## src/hdl/pfaa_pkg.sv

```systemverilog
// Shared types and constants for the polygon fan area accumulator.
// Holds the vertex and result payload structs, the controller state
// encoding and the command bundle that the controller sends the datapath.
`default_nettype none

package pfaa_pkg;

  // Field and datapath widths.
  localparam int COORD_W   = 16;                // Q8.8 coordinate
  localparam int EDGE_W    = COORD_W + 1;       // difference of two coordinates
  localparam int MUL_W     = EDGE_W + 1;        // signed multiplier operand
  localparam int PROD_W    = 2 * MUL_W;         // multiplier product
  localparam int MAG_W     = 34;                // magnitude of one cross component
  localparam int HALF_W    = MAG_W / 2;         // split for partial-product squares
  localparam int SSQ_W     = 70;                // squared cross-product magnitude
  localparam int ROOT_W    = 36;                // square root result
  localparam int RAD_W     = 2 * ROOT_W;        // padded radicand
  localparam int REM_W     = ROOT_W + 2;        // root remainder
  localparam int AREA_W    = 48;                // area accumulator
  localparam int TRI_W     = ROOT_W - 1;        // half of the root

  // Sequencer counts.
  localparam int NUM_MUL_STEPS = 16;
  localparam int SQRT_STEPS    = ROOT_W;
  localparam int STEP_W        = 6;

  localparam logic [AREA_W-1:0] AREA_MAX = '1;

  // Payload of one input transfer.
  typedef struct packed {
    logic signed [COORD_W-1:0] vx;
    logic signed [COORD_W-1:0] vy;
    logic signed [COORD_W-1:0] vz;
    logic                      final_vertex;
  } vertex_t;

  // Payload of one result transfer.
  typedef struct packed {
    logic [AREA_W-1:0] area;
    logic              area_saturated;
  } area_result_t;

  // Controller states.
  typedef enum logic [2:0] {
    ST_IDLE,
    ST_EDGE,
    ST_MUL,
    ST_SQINIT,
    ST_SQRT,
    ST_ACC,
    ST_FINISH
  } pfaa_state_t;

  // Multiplier operand pairs: cross-product terms, then the three partial
  // products of each component square (high*high, high*low, low*low).
  typedef enum logic [3:0] {
    MS_NONE,
    MS_YZ,
    MS_ZY,
    MS_ZX,
    MS_XZ,
    MS_XY,
    MS_YX,
    MS_HH0,
    MS_HL0,
    MS_LL0,
    MS_HH1,
    MS_HL1,
    MS_LL1,
    MS_HH2,
    MS_HL2,
    MS_LL2
  } mul_sel_t;

  // What to do with the registered product.
  typedef enum logic [2:0] {
    ACC_NONE,
    ACC_LOAD,   // start a cross component
    ACC_SUB,    // finish a cross component and store its magnitude
    ACC_HH,     // add high*high partial product, shifted
    ACC_HL,     // add high*low partial product, doubled and shifted
    ACC_LL      // add low*low partial product
  } acc_op_t;

  // Command bundle from controller to datapath.
  typedef struct packed {
    logic        capture;
    logic        load_base;
    logic        load_prev;
    logic        edge_calc;
    mul_sel_t    mul_sel;
    acc_op_t     acc_op;
    logic [1:0]  acc_axis;
    logic        sqrt_init;
    logic        sqrt_step;
    logic        area_add;
    logic        out_load;
  } pfaa_cmd_t;

endpackage

`default_nettype wire

```

## src/hdl/pfaa_datapath.sv

```systemverilog
// Datapath of the polygon fan area accumulator: vertex registers, edge
// vectors, a shared 18x18 multiplier, the square-sum accumulator, a
// two-bit-per-step square root unit and the area sum. Uses pfaa_pkg.
`default_nettype none

module pfaa_datapath
  import pfaa_pkg::*;
(
  input  wire logic          clk,
  input  wire logic          rst_n,
  input  wire vertex_t       in_data,
  input  wire pfaa_cmd_t     cmd,
  output      area_result_t  out_data
);

  logic signed [COORD_W-1:0] cur_r  [3];
  logic signed [COORD_W-1:0] base_r [3];
  logic signed [COORD_W-1:0] prev_r [3];
  logic signed [EDGE_W-1:0]  e1_r   [3];
  logic signed [EDGE_W-1:0]  e2_r   [3];
  logic        [MAG_W-1:0]   mag_r  [3];

  logic signed [MUL_W-1:0]   mul_a;
  logic signed [MUL_W-1:0]   mul_b;
  logic signed [PROD_W-1:0]  prod_nxt;
  logic signed [PROD_W-1:0]  prod_r;
  logic signed [PROD_W-1:0]  cacc_r;
  logic signed [PROD_W-1:0]  diff;
  logic        [PROD_W-1:0]  diff_abs;
  logic        [MAG_W-1:0]   pp;
  logic        [SSQ_W-1:0]   ssq_r;

  logic [RAD_W-1:0]  rad_r;
  logic [REM_W-1:0]  rem_r;
  logic [ROOT_W-1:0] root_r;
  logic [REM_W-1:0]  rem_sh;
  logic [REM_W-1:0]  trial;
  logic              trial_ok;
  logic [REM_W-1:0]  rem_nxt;
  logic [ROOT_W-1:0] root_nxt;

  logic [AREA_W-1:0] area_r;
  logic              ovf_r;
  logic [AREA_W:0]   area_sum;
  area_result_t      out_r;

  // Multiplier operand selection.
  always_comb begin
    mul_a = '0;
    mul_b = '0;
    case (cmd.mul_sel)
      MS_YZ:  begin mul_a = {e1_r[1][EDGE_W-1], e1_r[1]}; mul_b = {e2_r[2][EDGE_W-1], e2_r[2]}; end
      MS_ZY:  begin mul_a = {e1_r[2][EDGE_W-1], e1_r[2]}; mul_b = {e2_r[1][EDGE_W-1], e2_r[1]}; end
      MS_ZX:  begin mul_a = {e1_r[2][EDGE_W-1], e1_r[2]}; mul_b = {e2_r[0][EDGE_W-1], e2_r[0]}; end
      MS_XZ:  begin mul_a = {e1_r[0][EDGE_W-1], e1_r[0]}; mul_b = {e2_r[2][EDGE_W-1], e2_r[2]}; end
      MS_XY:  begin mul_a = {e1_r[0][EDGE_W-1], e1_r[0]}; mul_b = {e2_r[1][EDGE_W-1], e2_r[1]}; end
      MS_YX:  begin mul_a = {e1_r[1][EDGE_W-1], e1_r[1]}; mul_b = {e2_r[0][EDGE_W-1], e2_r[0]}; end
      MS_HH0: begin mul_a = {1'b0, mag_r[0][MAG_W-1:HALF_W]}; mul_b = {1'b0, mag_r[0][MAG_W-1:HALF_W]}; end
      MS_HL0: begin mul_a = {1'b0, mag_r[0][MAG_W-1:HALF_W]}; mul_b = {1'b0, mag_r[0][HALF_W-1:0]}; end
      MS_LL0: begin mul_a = {1'b0, mag_r[0][HALF_W-1:0]};     mul_b = {1'b0, mag_r[0][HALF_W-1:0]}; end
      MS_HH1: begin mul_a = {1'b0, mag_r[1][MAG_W-1:HALF_W]}; mul_b = {1'b0, mag_r[1][MAG_W-1:HALF_W]}; end
      MS_HL1: begin mul_a = {1'b0, mag_r[1][MAG_W-1:HALF_W]}; mul_b = {1'b0, mag_r[1][HALF_W-1:0]}; end
      MS_LL1: begin mul_a = {1'b0, mag_r[1][HALF_W-1:0]};     mul_b = {1'b0, mag_r[1][HALF_W-1:0]}; end
      MS_HH2: begin mul_a = {1'b0, mag_r[2][MAG_W-1:HALF_W]}; mul_b = {1'b0, mag_r[2][MAG_W-1:HALF_W]}; end
      MS_HL2: begin mul_a = {1'b0, mag_r[2][MAG_W-1:HALF_W]}; mul_b = {1'b0, mag_r[2][HALF_W-1:0]}; end
      MS_LL2: begin mul_a = {1'b0, mag_r[2][HALF_W-1:0]};     mul_b = {1'b0, mag_r[2][HALF_W-1:0]}; end
      default: begin mul_a = '0; mul_b = '0; end
    endcase
  end

  assign prod_nxt = mul_a * mul_b;

  // Finishing a cross component: difference and its magnitude.
  assign diff     = cacc_r - prod_r;
  assign diff_abs = diff[PROD_W-1] ? (PROD_W'(0) - diff) : diff;
  assign pp       = prod_r[MAG_W-1:0];

  // One step of the restoring square root, two radicand bits per step.
  assign rem_sh   = {rem_r[REM_W-3:0], rad_r[RAD_W-1 -: 2]};
  assign trial    = {1'b0, root_r[ROOT_W-2:0], 2'b01};
  assign trial_ok = (rem_sh >= trial);
  assign rem_nxt  = trial_ok ? (rem_sh - trial) : rem_sh;
  assign root_nxt = {root_r[ROOT_W-2:0], trial_ok};

  // Saturating add of the finished triangle.
  assign area_sum = {1'b0, area_r} + (AREA_W + 1)'(root_r[ROOT_W-1:1]);

  // Vertex and edge registers.
  always_ff @(posedge clk) begin
    if (cmd.capture) begin
      cur_r[0] <= in_data.vx;
      cur_r[1] <= in_data.vy;
      cur_r[2] <= in_data.vz;
    end
    if (cmd.load_base) begin
      base_r <= cur_r;
    end
    if (cmd.load_prev) begin
      prev_r <= cur_r;
    end
    if (cmd.edge_calc) begin
      for (int i = 0; i < 3; i++) begin
        e1_r[i] <= {prev_r[i][COORD_W-1], prev_r[i]} - {base_r[i][COORD_W-1], base_r[i]};
        e2_r[i] <= {cur_r[i][COORD_W-1], cur_r[i]} - {base_r[i][COORD_W-1], base_r[i]};
      end
    end
  end

  // Multiplier output register and product accumulation.
  always_ff @(posedge clk) begin
    prod_r <= prod_nxt;
    if (cmd.edge_calc) begin
      ssq_r <= '0;
    end else begin
      case (cmd.acc_op)
        ACC_LOAD: cacc_r <= prod_r;
        ACC_SUB:  mag_r[cmd.acc_axis] <= diff_abs[MAG_W-1:0];
        ACC_HH:   ssq_r <= ssq_r + (SSQ_W'(pp) << (2 * HALF_W));
        ACC_HL:   ssq_r <= ssq_r + (SSQ_W'(pp) << (HALF_W + 1));
        ACC_LL:   ssq_r <= ssq_r + SSQ_W'(pp);
        default:  ssq_r <= ssq_r;
      endcase
    end
  end

  // Square root unit.
  always_ff @(posedge clk) begin
    if (cmd.sqrt_init) begin
      rad_r  <= RAD_W'(ssq_r);
      rem_r  <= '0;
      root_r <= '0;
    end else if (cmd.sqrt_step) begin
      rad_r  <= {rad_r[RAD_W-3:0], 2'b00};
      rem_r  <= rem_nxt;
      root_r <= root_nxt;
    end
  end

  // Area sum, overflow flag and result register.
  always_ff @(posedge clk) begin
    if (!rst_n) begin
      area_r <= '0;
      ovf_r  <= 1'b0;
    end else if (cmd.out_load) begin
      area_r <= '0;
      ovf_r  <= 1'b0;
    end else if (cmd.area_add) begin
      if (area_sum[AREA_W]) begin
        area_r <= AREA_MAX;
        ovf_r  <= 1'b1;
      end else begin
        area_r <= area_sum[AREA_W-1:0];
      end
    end
  end

  always_ff @(posedge clk) begin
    if (cmd.out_load) begin
      out_r.area           <= area_r;
      out_r.area_saturated <= ovf_r;
    end
  end

  assign out_data = out_r;

endmodule

`default_nettype wire

```

## src/hdl/pfaa_controller.sv

```systemverilog
// Controller of the polygon fan area accumulator: state machine, step
// counter, vertex counter and result valid. Drives the datapath through
// the command bundle from pfaa_pkg.
`default_nettype none

module pfaa_controller
  import pfaa_pkg::*;
(
  input  wire logic       clk,
  input  wire logic       rst_n,
  input  wire logic       in_valid,
  input  wire logic       in_final,
  output      logic       in_stall,
  output      logic       out_valid,
  input  wire logic       out_stall,
  output      pfaa_cmd_t  cmd
);

  localparam logic [STEP_W-1:0] LAST_MUL_STEP  = STEP_W'(NUM_MUL_STEPS - 1);
  localparam logic [STEP_W-1:0] LAST_SQRT_STEP = STEP_W'(SQRT_STEPS - 1);
  localparam logic [1:0]        VSEEN_MAX      = 2'd2;

  pfaa_state_t       state_r, state_nxt;
  logic [STEP_W-1:0] step_r, step_nxt;
  logic [1:0]        vseen_r, vseen_nxt;
  logic              final_r, final_nxt;
  logic              out_valid_r, out_valid_nxt;
  logic              out_free;

  // The result register is free when empty or drained in this cycle.
  assign out_free  = !out_valid_r || !out_stall;
  assign in_stall  = (state_r != ST_IDLE);
  assign out_valid = out_valid_r;

  // State and counter registers.
  always_ff @(posedge clk) begin
    if (!rst_n) begin
      state_r     <= ST_IDLE;
      step_r      <= '0;
      vseen_r     <= '0;
      final_r     <= 1'b0;
      out_valid_r <= 1'b0;
    end else begin
      state_r     <= state_nxt;
      step_r      <= step_nxt;
      vseen_r     <= vseen_nxt;
      final_r     <= final_nxt;
      out_valid_r <= out_valid_nxt;
    end
  end

  // Next state and commands.
  always_comb begin
    state_nxt     = state_r;
    step_nxt      = step_r;
    vseen_nxt     = vseen_r;
    final_nxt     = final_r;
    out_valid_nxt = out_valid_r && out_stall;
    cmd           = '0;
    cmd.mul_sel   = MS_NONE;
    cmd.acc_op    = ACC_NONE;

    case (state_r)
      ST_IDLE: begin
        if (in_valid) begin
          cmd.capture = 1'b1;
          final_nxt   = in_final;
          state_nxt   = (vseen_r == VSEEN_MAX) ? ST_EDGE : ST_FINISH;
        end
      end

      ST_EDGE: begin
        cmd.edge_calc = 1'b1;
        step_nxt      = '0;
        state_nxt     = ST_MUL;
      end

      // Cross products first, then the squares of the three components.
      // The accumulate action always concerns the previous cycle's product.
      ST_MUL: begin
        case (step_r[3:0])
          4'd0:  begin cmd.mul_sel = MS_YZ;  end
          4'd1:  begin cmd.mul_sel = MS_ZY;  cmd.acc_op = ACC_LOAD; end
          4'd2:  begin cmd.mul_sel = MS_ZX;  cmd.acc_op = ACC_SUB; cmd.acc_axis = 2'd0; end
          4'd3:  begin cmd.mul_sel = MS_XZ;  cmd.acc_op = ACC_LOAD; end
          4'd4:  begin cmd.mul_sel = MS_XY;  cmd.acc_op = ACC_SUB; cmd.acc_axis = 2'd1; end
          4'd5:  begin cmd.mul_sel = MS_YX;  cmd.acc_op = ACC_LOAD; end
          4'd6:  begin cmd.mul_sel = MS_HH0; cmd.acc_op = ACC_SUB; cmd.acc_axis = 2'd2; end
          4'd7:  begin cmd.mul_sel = MS_HL0; cmd.acc_op = ACC_HH; end
          4'd8:  begin cmd.mul_sel = MS_LL0; cmd.acc_op = ACC_HL; end
          4'd9:  begin cmd.mul_sel = MS_HH1; cmd.acc_op = ACC_LL; end
          4'd10: begin cmd.mul_sel = MS_HL1; cmd.acc_op = ACC_HH; end
          4'd11: begin cmd.mul_sel = MS_LL1; cmd.acc_op = ACC_HL; end
          4'd12: begin cmd.mul_sel = MS_HH2; cmd.acc_op = ACC_LL; end
          4'd13: begin cmd.mul_sel = MS_HL2; cmd.acc_op = ACC_HH; end
          4'd14: begin cmd.mul_sel = MS_LL2; cmd.acc_op = ACC_HL; end
          default: begin cmd.mul_sel = MS_NONE; cmd.acc_op = ACC_LL; end
        endcase
        step_nxt = step_r + 1'b1;
        if (step_r == LAST_MUL_STEP) begin
          state_nxt = ST_SQINIT;
        end
      end

      ST_SQINIT: begin
        cmd.sqrt_init = 1'b1;
        step_nxt      = '0;
        state_nxt     = ST_SQRT;
      end

      ST_SQRT: begin
        cmd.sqrt_step = 1'b1;
        step_nxt      = step_r + 1'b1;
        if (step_r == LAST_SQRT_STEP) begin
          state_nxt = ST_ACC;
        end
      end

      ST_ACC: begin
        cmd.area_add = 1'b1;
        state_nxt    = ST_FINISH;
      end

      // Commit the vertex; a last vertex also needs a free result register.
      ST_FINISH: begin
        if (!final_r || out_free) begin
          cmd.load_prev = 1'b1;
          cmd.load_base = (vseen_r == 2'd0);
          vseen_nxt     = (vseen_r == VSEEN_MAX) ? VSEEN_MAX : vseen_r + 1'b1;
          if (final_r) begin
            cmd.out_load  = 1'b1;
            out_valid_nxt = 1'b1;
            vseen_nxt     = '0;
          end
          state_nxt = ST_IDLE;
        end
      end

      default: begin
        state_nxt = ST_IDLE;
      end
    endcase
  end

  // The vertex counter saturates at two.
  a_vseen_sat: assert property (@(posedge clk) disable iff (!rst_n)
    vseen_r != 2'd3)
    else $error("vertex counter passed its saturation value");

  // A result is loaded only into a free result register.
  a_out_free: assert property (@(posedge clk) disable iff (!rst_n)
    cmd.out_load |-> out_free)
    else $error("result register overwritten before its transfer");

  // A loaded result is offered in the next cycle.
  a_out_shown: assert property (@(posedge clk) disable iff (!rst_n)
    cmd.out_load |=> out_valid_r)
    else $error("loaded result not offered");

  // A vertex that closes a triangle starts the edge computation.
  a_tri_start: assert property (@(posedge clk) disable iff (!rst_n)
    (in_valid && !in_stall && vseen_r == VSEEN_MAX) |=> state_r == ST_EDGE)
    else $error("triangle vertex did not start the datapath");

  // Only the last vertex of a polygon produces a result.
  a_load_final: assert property (@(posedge clk) disable iff (!rst_n)
    cmd.out_load |-> final_r)
    else $error("result produced for a vertex that is not the last");

endmodule

`default_nettype wire

```

## src/hdl/polygon_fan_area_accumulator.sv

```systemverilog
// The first two vertices of a polygon are only captured and committed; every later
// vertex runs, before the next input transfer, through the edge computation, the
// shared 18x18 multiplier and the square root unit (two radicand bits a cycle),
// then the area add and the commit.
// A result is offered in the cycle after the last vertex commits; a last vertex
// waits in the commit cycle for as long as the previous result is still stalled.
// Synchronous active-low reset clears the controller, vertex count and area sum.
`default_nettype none

module polygon_fan_area_accumulator
  import pfaa_pkg::*;
(
  input  wire logic          clk,
  input  wire logic          rst_n,
  input  wire logic          in_valid,
  output      logic          in_stall,
  input  wire vertex_t       in_data,
  output      logic          out_valid,
  input  wire logic          out_stall,
  output      area_result_t  out_data
);

  pfaa_cmd_t cmd;

  // Sequencing and handshakes.
  pfaa_controller u_ctrl (
    .clk       (clk),
    .rst_n     (rst_n),
    .in_valid  (in_valid),
    .in_final  (in_data.final_vertex),
    .in_stall  (in_stall),
    .out_valid (out_valid),
    .out_stall (out_stall),
    .cmd       (cmd)
  );

  // Arithmetic and storage.
  pfaa_datapath u_dp (
    .clk      (clk),
    .rst_n    (rst_n),
    .in_data  (in_data),
    .cmd      (cmd),
    .out_data (out_data)
  );

endmodule

`default_nettype wire
```

## config.mk

```make
export PLATFORM = sky130hd
export DESIGN_NAME = polygon_fan_area_accumulator
export DESIGN_NICKNAME = d
export VERILOG_FILES = /design/src/hdl/pfaa_pkg.sv /design/src/hdl/pfaa_datapath.sv /design/src/hdl/pfaa_controller.sv /design/src/hdl/polygon_fan_area_accumulator.sv
export SDC_FILE = /design/constraint.sdc
export NUM_CORES = 2
export LEC_CHECK = 0
export ABC_CLOCK_PERIOD_IN_PS = 14130
export BUFFER_PORTS_ARGS = -buffer_cell sky130_fd_sc_hd__buf_2
export CAP_MARGIN = 20
export CORE_UTILIZATION = 45
export CTS_CLUSTER_SIZE = 12
export DETAILED_ROUTE_END_ITERATION = 10
export REMOVE_ABC_BUFFERS = 1
export SETUP_SLACK_MARGIN = 0.15
export SYNTH_ARGS = -nofsm -noshare
export SYNTH_HDL_FRONTEND = slang
export SYNTH_HIERARCHICAL = 1
export SYNTH_SLANG_ARGS = --single-unit
export TNS_END_PERCENT = 30
```

## constraint.sdc

```tcl
create_clock -name clk -period 14.13 [get_ports clk]
set_input_delay 2.1195 -clock clk [delete_from_list [all_inputs] [get_ports clk]]
set_output_delay 2.1195 -clock clk [all_outputs]
set_load 0.01 [all_outputs]
```

### After elaboration in Yosys (flattened, before gate mapping)

Memory sizes are Yosys's and may differ from the RTL's.
Index checks and enable logic that the tools add are counted.

| word-level totals | value |
|---|---|
| memories kept | 3 |
| ROM bits | 0 |
| bits in latches | 0 |
| flip-flop bits (word level) | 541 |
| output and inout port bits | 51 |
| memory bits (writable) | 204 |

Memory list:

| memory | depth | width | rd ports | clocked after memory_dff | write ports | line | source |
|---|---|---|---|---|---|---|---|
| u_dp.mag_r | 3 | 34 | 3 | 0 | 1 | pfaa_datapath.sv:21 | `logic [MAG_W-1:0] mag_r [3];` |
| u_dp.e1_r | 3 | 17 | 3 | 0 | 3 | pfaa_datapath.sv:19 | `logic signed [EDGE_W-1:0] e1_r [3];` |
| u_dp.e2_r | 3 | 17 | 3 | 0 | 3 | pfaa_datapath.sv:20 | `logic signed [EDGE_W-1:0] e2_r [3];` |

| cells by class | value |
|---|---|
| shift operators | 0 |
| reduce and logical (&&, ||, !) cells | 37 |
| bitwise gates (word level) | 2 |
| equal/unequal tests | 47 |
| div/mod/pow operators | 0 |
| add/subtract/negate cells | 15 |
| muxes and demuxes | 40 |
| $mul | 1 |
| order comparisons | 1 |

Operators with widths:

| operator | count |
|---|---|
| one-hot mux 18 bit (9 select lines) | 2 |
| one-hot mux 70 bit (3 select lines) | 1 |
| two-way mux 70 bit | 2 |
| subtractor 16 x 16 -> 17 bit | 6 |
| subtractor 36 bit | 2 |
| adder 70 x 34 -> 70 bit | 1 |
| adder 70 x 52 -> 70 bit | 1 |
| adder 70 x 68 -> 70 bit | 1 |
| == test 4 bit (second input constant) | 15 |
| one-hot mux 4 bit (15 select lines) | 1 |
| adder 48 x 35 -> 49 bit | 1 |
| two-way mux 48 bit | 1 |
| greater-or-equal comparator 38 x 37 -> 1 bit | 1 |
| multiplier 18 x 18 -> 36 bit | 1 |
| two-way mux 36 bit | 1 |
| two-way mux 34 bit | 1 |
| subtractor 1 x 34 -> 34 bit (first input constant) | 1 |
| == test 4 x 3 -> 1 bit (second input constant) | 8 |
| OR reduction 2 bit | 15 |
| one-hot mux 3 bit (7 select lines) | 1 |
| two-way mux 1 bit | 17 |
| == test 4 x 2 -> 1 bit (second input constant) | 4 |
| == test 3 bit (second input constant) | 5 |
| two-way mux 3 bit | 5 |
| other kinds (27) | 49 |

### Logic depth before layout (Yosys ltp)

| logic depth | value |
|---|---|
| depth after elaboration | 8 |
| gate-level depth with buffers | 39 |

### Hierarchy

Netlist, hierarchy kept.

By module, submodules not included:

| module | sequential area each (sq um) | times used | area each (sq um) | cells each |
|---|---|---|---|---|
| pfaa_datapath | 19688.9 | 1 | 54587.4 | 5625 |
| pfaa_controller | 260.2 | 1 | 1096.1 | 154 |

### Worst setup path after synthesis

No wires, ideal clock.

| path | value |
|---|---|
| path kind | reg2reg |
| start point | register u_ctrl.state_r[2] |
| end point | register u_dp.cacc_r[0] (enable) |
| period minus slack after synthesis | 9296 ps |
| setup slack | 4834 ps |
| path buffers | 4 |
| data required time | 13725 ps |
| cell stages (with the launch flop) | 7 |
| setup time | 405 ps |
| data arrival time | 8891 ps |
| cells stage by stage | dfxtp_1 buf_2 clkbuf_1 nor3_1 clkbuf_1 clkbuf_1 nor4_1 |

RTL lines:

| element | line | source |
|---|---|---|
| start, declared | pfaa_controller.sv:23 | `pfaa_state_t state_r, state_nxt;` |
| start signal, assigned | pfaa_controller.sv:44 | `state_r <= state_nxt;` |
| end signal, assigned | pfaa_datapath.sv:116 | `ACC_LOAD: cacc_r <= prod_r;` |
| end, declared | pfaa_datapath.sv:27 | `logic signed [PROD_W-1:0] cacc_r;` |

==> metrics.cfg <==
[routing]
drc=0
drtIter0Drc=3706
totalWireLength_mm=155
ant_nets=0
drt-pass1-iter-count=8
vias=42700
viasPerCell=5.66
wl_per_cell_um=20.5

[global_route]
grt_pass1_wl_mm=242
grt-ovfl-total=0
antenna_found_initial=2
grtUsageTotal_pct=24.8
grt_max_degree=90
grt_pass1_vias=42000

[setup_path]
crit_type=reg2reg
crit_path_end_kind=flop
crit_slowest_cell=nor2_2
worst_setup_path_start_kind=flop
arrival_ns=11.14
cp_common_cell=fa_1
worstPathRequired_ns=14.74
slowest_delay_ns=0.85
crit_fanout=19

[die]
io_pins=104
die_w_um=354
die_y_um=354
start_util_pct=45.6
fp.dieArea_um2=125000
num_rows=128
coreArea_um2=122000

[run_status]
outcome=finished clean

[yosys]
synth_compound_area_share_pct=16.2
ys_warn_count=6
ys_types=106
ys_async_sr_fraction_pct=0
synthMuxAreaShare_pct=2.50
synthAdderAreaFrac_pct=21.4
synthCells=5779
synth_seq_cells=745
synth-edff-count=503
synth_top_family_by_area=adder cells
synth_xor_area_share_pct=4.88
synthSimpleGateAreaFrac_pct=13.1
ys.flop_type=edfxtp_1
yosysSeqAreaShare_pct=35.8
avgSynthCellArea_um2=9.64
synth_area_um2=55700

[sta]
postLayoutSetupSlackWorst_ns=3.60
drv_slew=0
finalCritPeriodShare_pct=74.5
relSlewSlack_pct=24.9
whs_ns=0.442
tns_ns=0
setup_viol=0
finalHoldViolCount=0
fin_skew_ns=0.0499
rsz0062_at_grt=no
fin_crit_ns=10.53
max_freq_mhz=95.0
worst_pin_slew_ns=1.12

[clock_tree]
cts_tree=built
cts_made_buffers=87
clk_latency_ns=0.71
cts_max_path_buffers=3
path_clk_slew_ns=0.06
cts.sinks=745
cts_hold_buffers=0
htree_levels=3
postCtsSetupBuffers=0
ctsRootBufferMaster=clkbuf_16
cts_resized=0

[layout]
nets=6658
finalNonFillerCells=7556
area_delta_synth_final_pct=9.85
drive_gt1_share_pct=8.15
utilization_pct=50.1
fin_area_um2=61200

[power]
p_sw_mw=4.23
leakagePower_nw=25.5
p_per_area_nw_per_um2=166
finalPower_mw=10.1
netSwitchingFraction_pct=41.8
internal-power_mw=5.90
clkPwrFrac_pct=22.5
pwr-share-comb_pct=46.2
vdd_ir_drop_max_v=0.000139
power_frac_seq_pct=31.3

[placed_design]
placed_area_um2=58300
dp.cells=7395
place_ws_ns=3.73
finalWeightedCongestion=0.951
dpl.hpwl_mm=116
numPortBuffers=103

[min_path]
hold_class=reg2reg

[run]
maxCapViolCount=0

power by group through the flow:
stage	Combinational [mW]	Sequential, mW	Clock (mW)
after floorplan	3.36	3.08	0
after global placement	4.60	3.21	0
after detailed placement	4.65	3.21	0
after CTS	4.68	3.17	2.34
after global routing	5.20	3.20	2.42
final	4.68	3.17	2.28
cells in the mapped netlist, types with 28 or more instances:
master	instances	area (µm²)
clkbuf_1	177	664
a31oi_1	49	307
nor2_1	620	2330
a221o_1	28	280
a221oi_1	35	307
and2_1	28	175
nand4_1	46	288
xnor2_1	215	1880
a21boi_0	38	285
fa_1	341	6830
nor2b_1	60	375
dfxtp_1	242	4840
nand2b_1	40	250
o21bai_1	32	240
nand2_1	436	1640
ha_1	405	5070
nand3_1	104	521
nor3_1	112	561
mux2i_1	58	581
and3_1	47	294
a21o_1	118	886
a21oi_1	358	1790
o21a_1	31	233
o21ai_0	236	1180
xor2_1	95	832
inv_1	703	2640
a22oi_1	58	435
a211oi_1	92	691
edfxtp_1	503	15100
mux2_2	71	800
cells by family after synthesis:
group | count (synthesis)
AOI/OAI and AO/OA | 1337
xor gates and xnor gates | 310
muxes | 130
buffers and inverters | 907
and+or+nand+nor | 1604
DFF | 745
adders and majority gates | 746
critical path: cells and delay by family (launching register included):
kind,cells,cell delay (ns)
fa+ha+maj,7,3.43
simple gates,8,2.73
compound gates,9,2.55
buf+inv,7,0.81
flops,1,0.76
xor+xnor,1,0.14
registers in the layout (all words and copies together), names as in the netlist:
register          flops
u_dp/base_r          48
u_dp/out_data        49
u_dp/e2_r            51
u_ctrl/out_valid      1
u_ctrl/state_r        3
u_dp/prod_r          36
u_dp/prev_r          48
u_dp/ssq_r           70
u_ctrl/step_r         6
u_dp/e1_r            51
u_dp/area_r          48
u_ctrl/final_r        1
u_dp/rad_r           72
u_dp/rem_r           36
u_dp/root_r          36
u_dp/mag_r          102
u_dp/ovf_r            1
u_ctrl/vseen_r        2
u_dp/cur_r           48
u_dp/cacc_r          36
routing by layer:
metal | track usage (%) | share of wire [%] | up-vias
met5 | 0 | 0 | -
met3 | 3.84 | 6.6 | 260
li1 | - | - | 20400
met4 | 8.90 | 3.5 | 0
met2 | 39.8 | 45 | 1323
met1 | 33.8 | 44 | 20700
placed cells by master, fill, tap and decap left out, drive strengths merged, types with 114 or more instances in the layout:
master / n
xnor2: 215
inv: 712
nor2: 620
edfxtp: 503
nor3: 114
clkbuf: 117
a21o: 118
ha: 405
a21oi: 360
buf: 193
nand2: 436
dfxtp: 242
o21ai: 250
fa: 341
area by class of cell:
type                       instances  area, µm²
inverter                         705       2650
multi-input combinational       4127      32500
fill                           11300      61000
sequential                       745      19900
timing repair buffer             193       1190
clock inverter                    43        519
tap                             1625       2030
clock buffer                     117       2370
antenna                            1       2.50
worst paths after layout:
| kind | start | end | slack, ns | cells after the start |
|---|---|---|---|---|
| max | u_ctrl/state_r[1]$_SDFFE_PN0P_ | u_dp/prod_r[34]$_DFF_P_ | 3.60 | 32 |
| min | u_dp/ovf_r$_SDFFE_PP0P_ | u_dp/out_data[0]$_DFFE_PP_ | 0.44 | 0 |
| max reg2reg | u_ctrl/state_r[1]$_SDFFE_PN0P_ | u_dp/prod_r[34]$_DFF_P_ | 3.60 | 32 |
| min reg2reg | u_dp/ovf_r$_SDFFE_PP0P_ | u_dp/out_data[0]$_DFFE_PP_ | 0.44 | 0 |
Power figures use the tool's default switching activity.
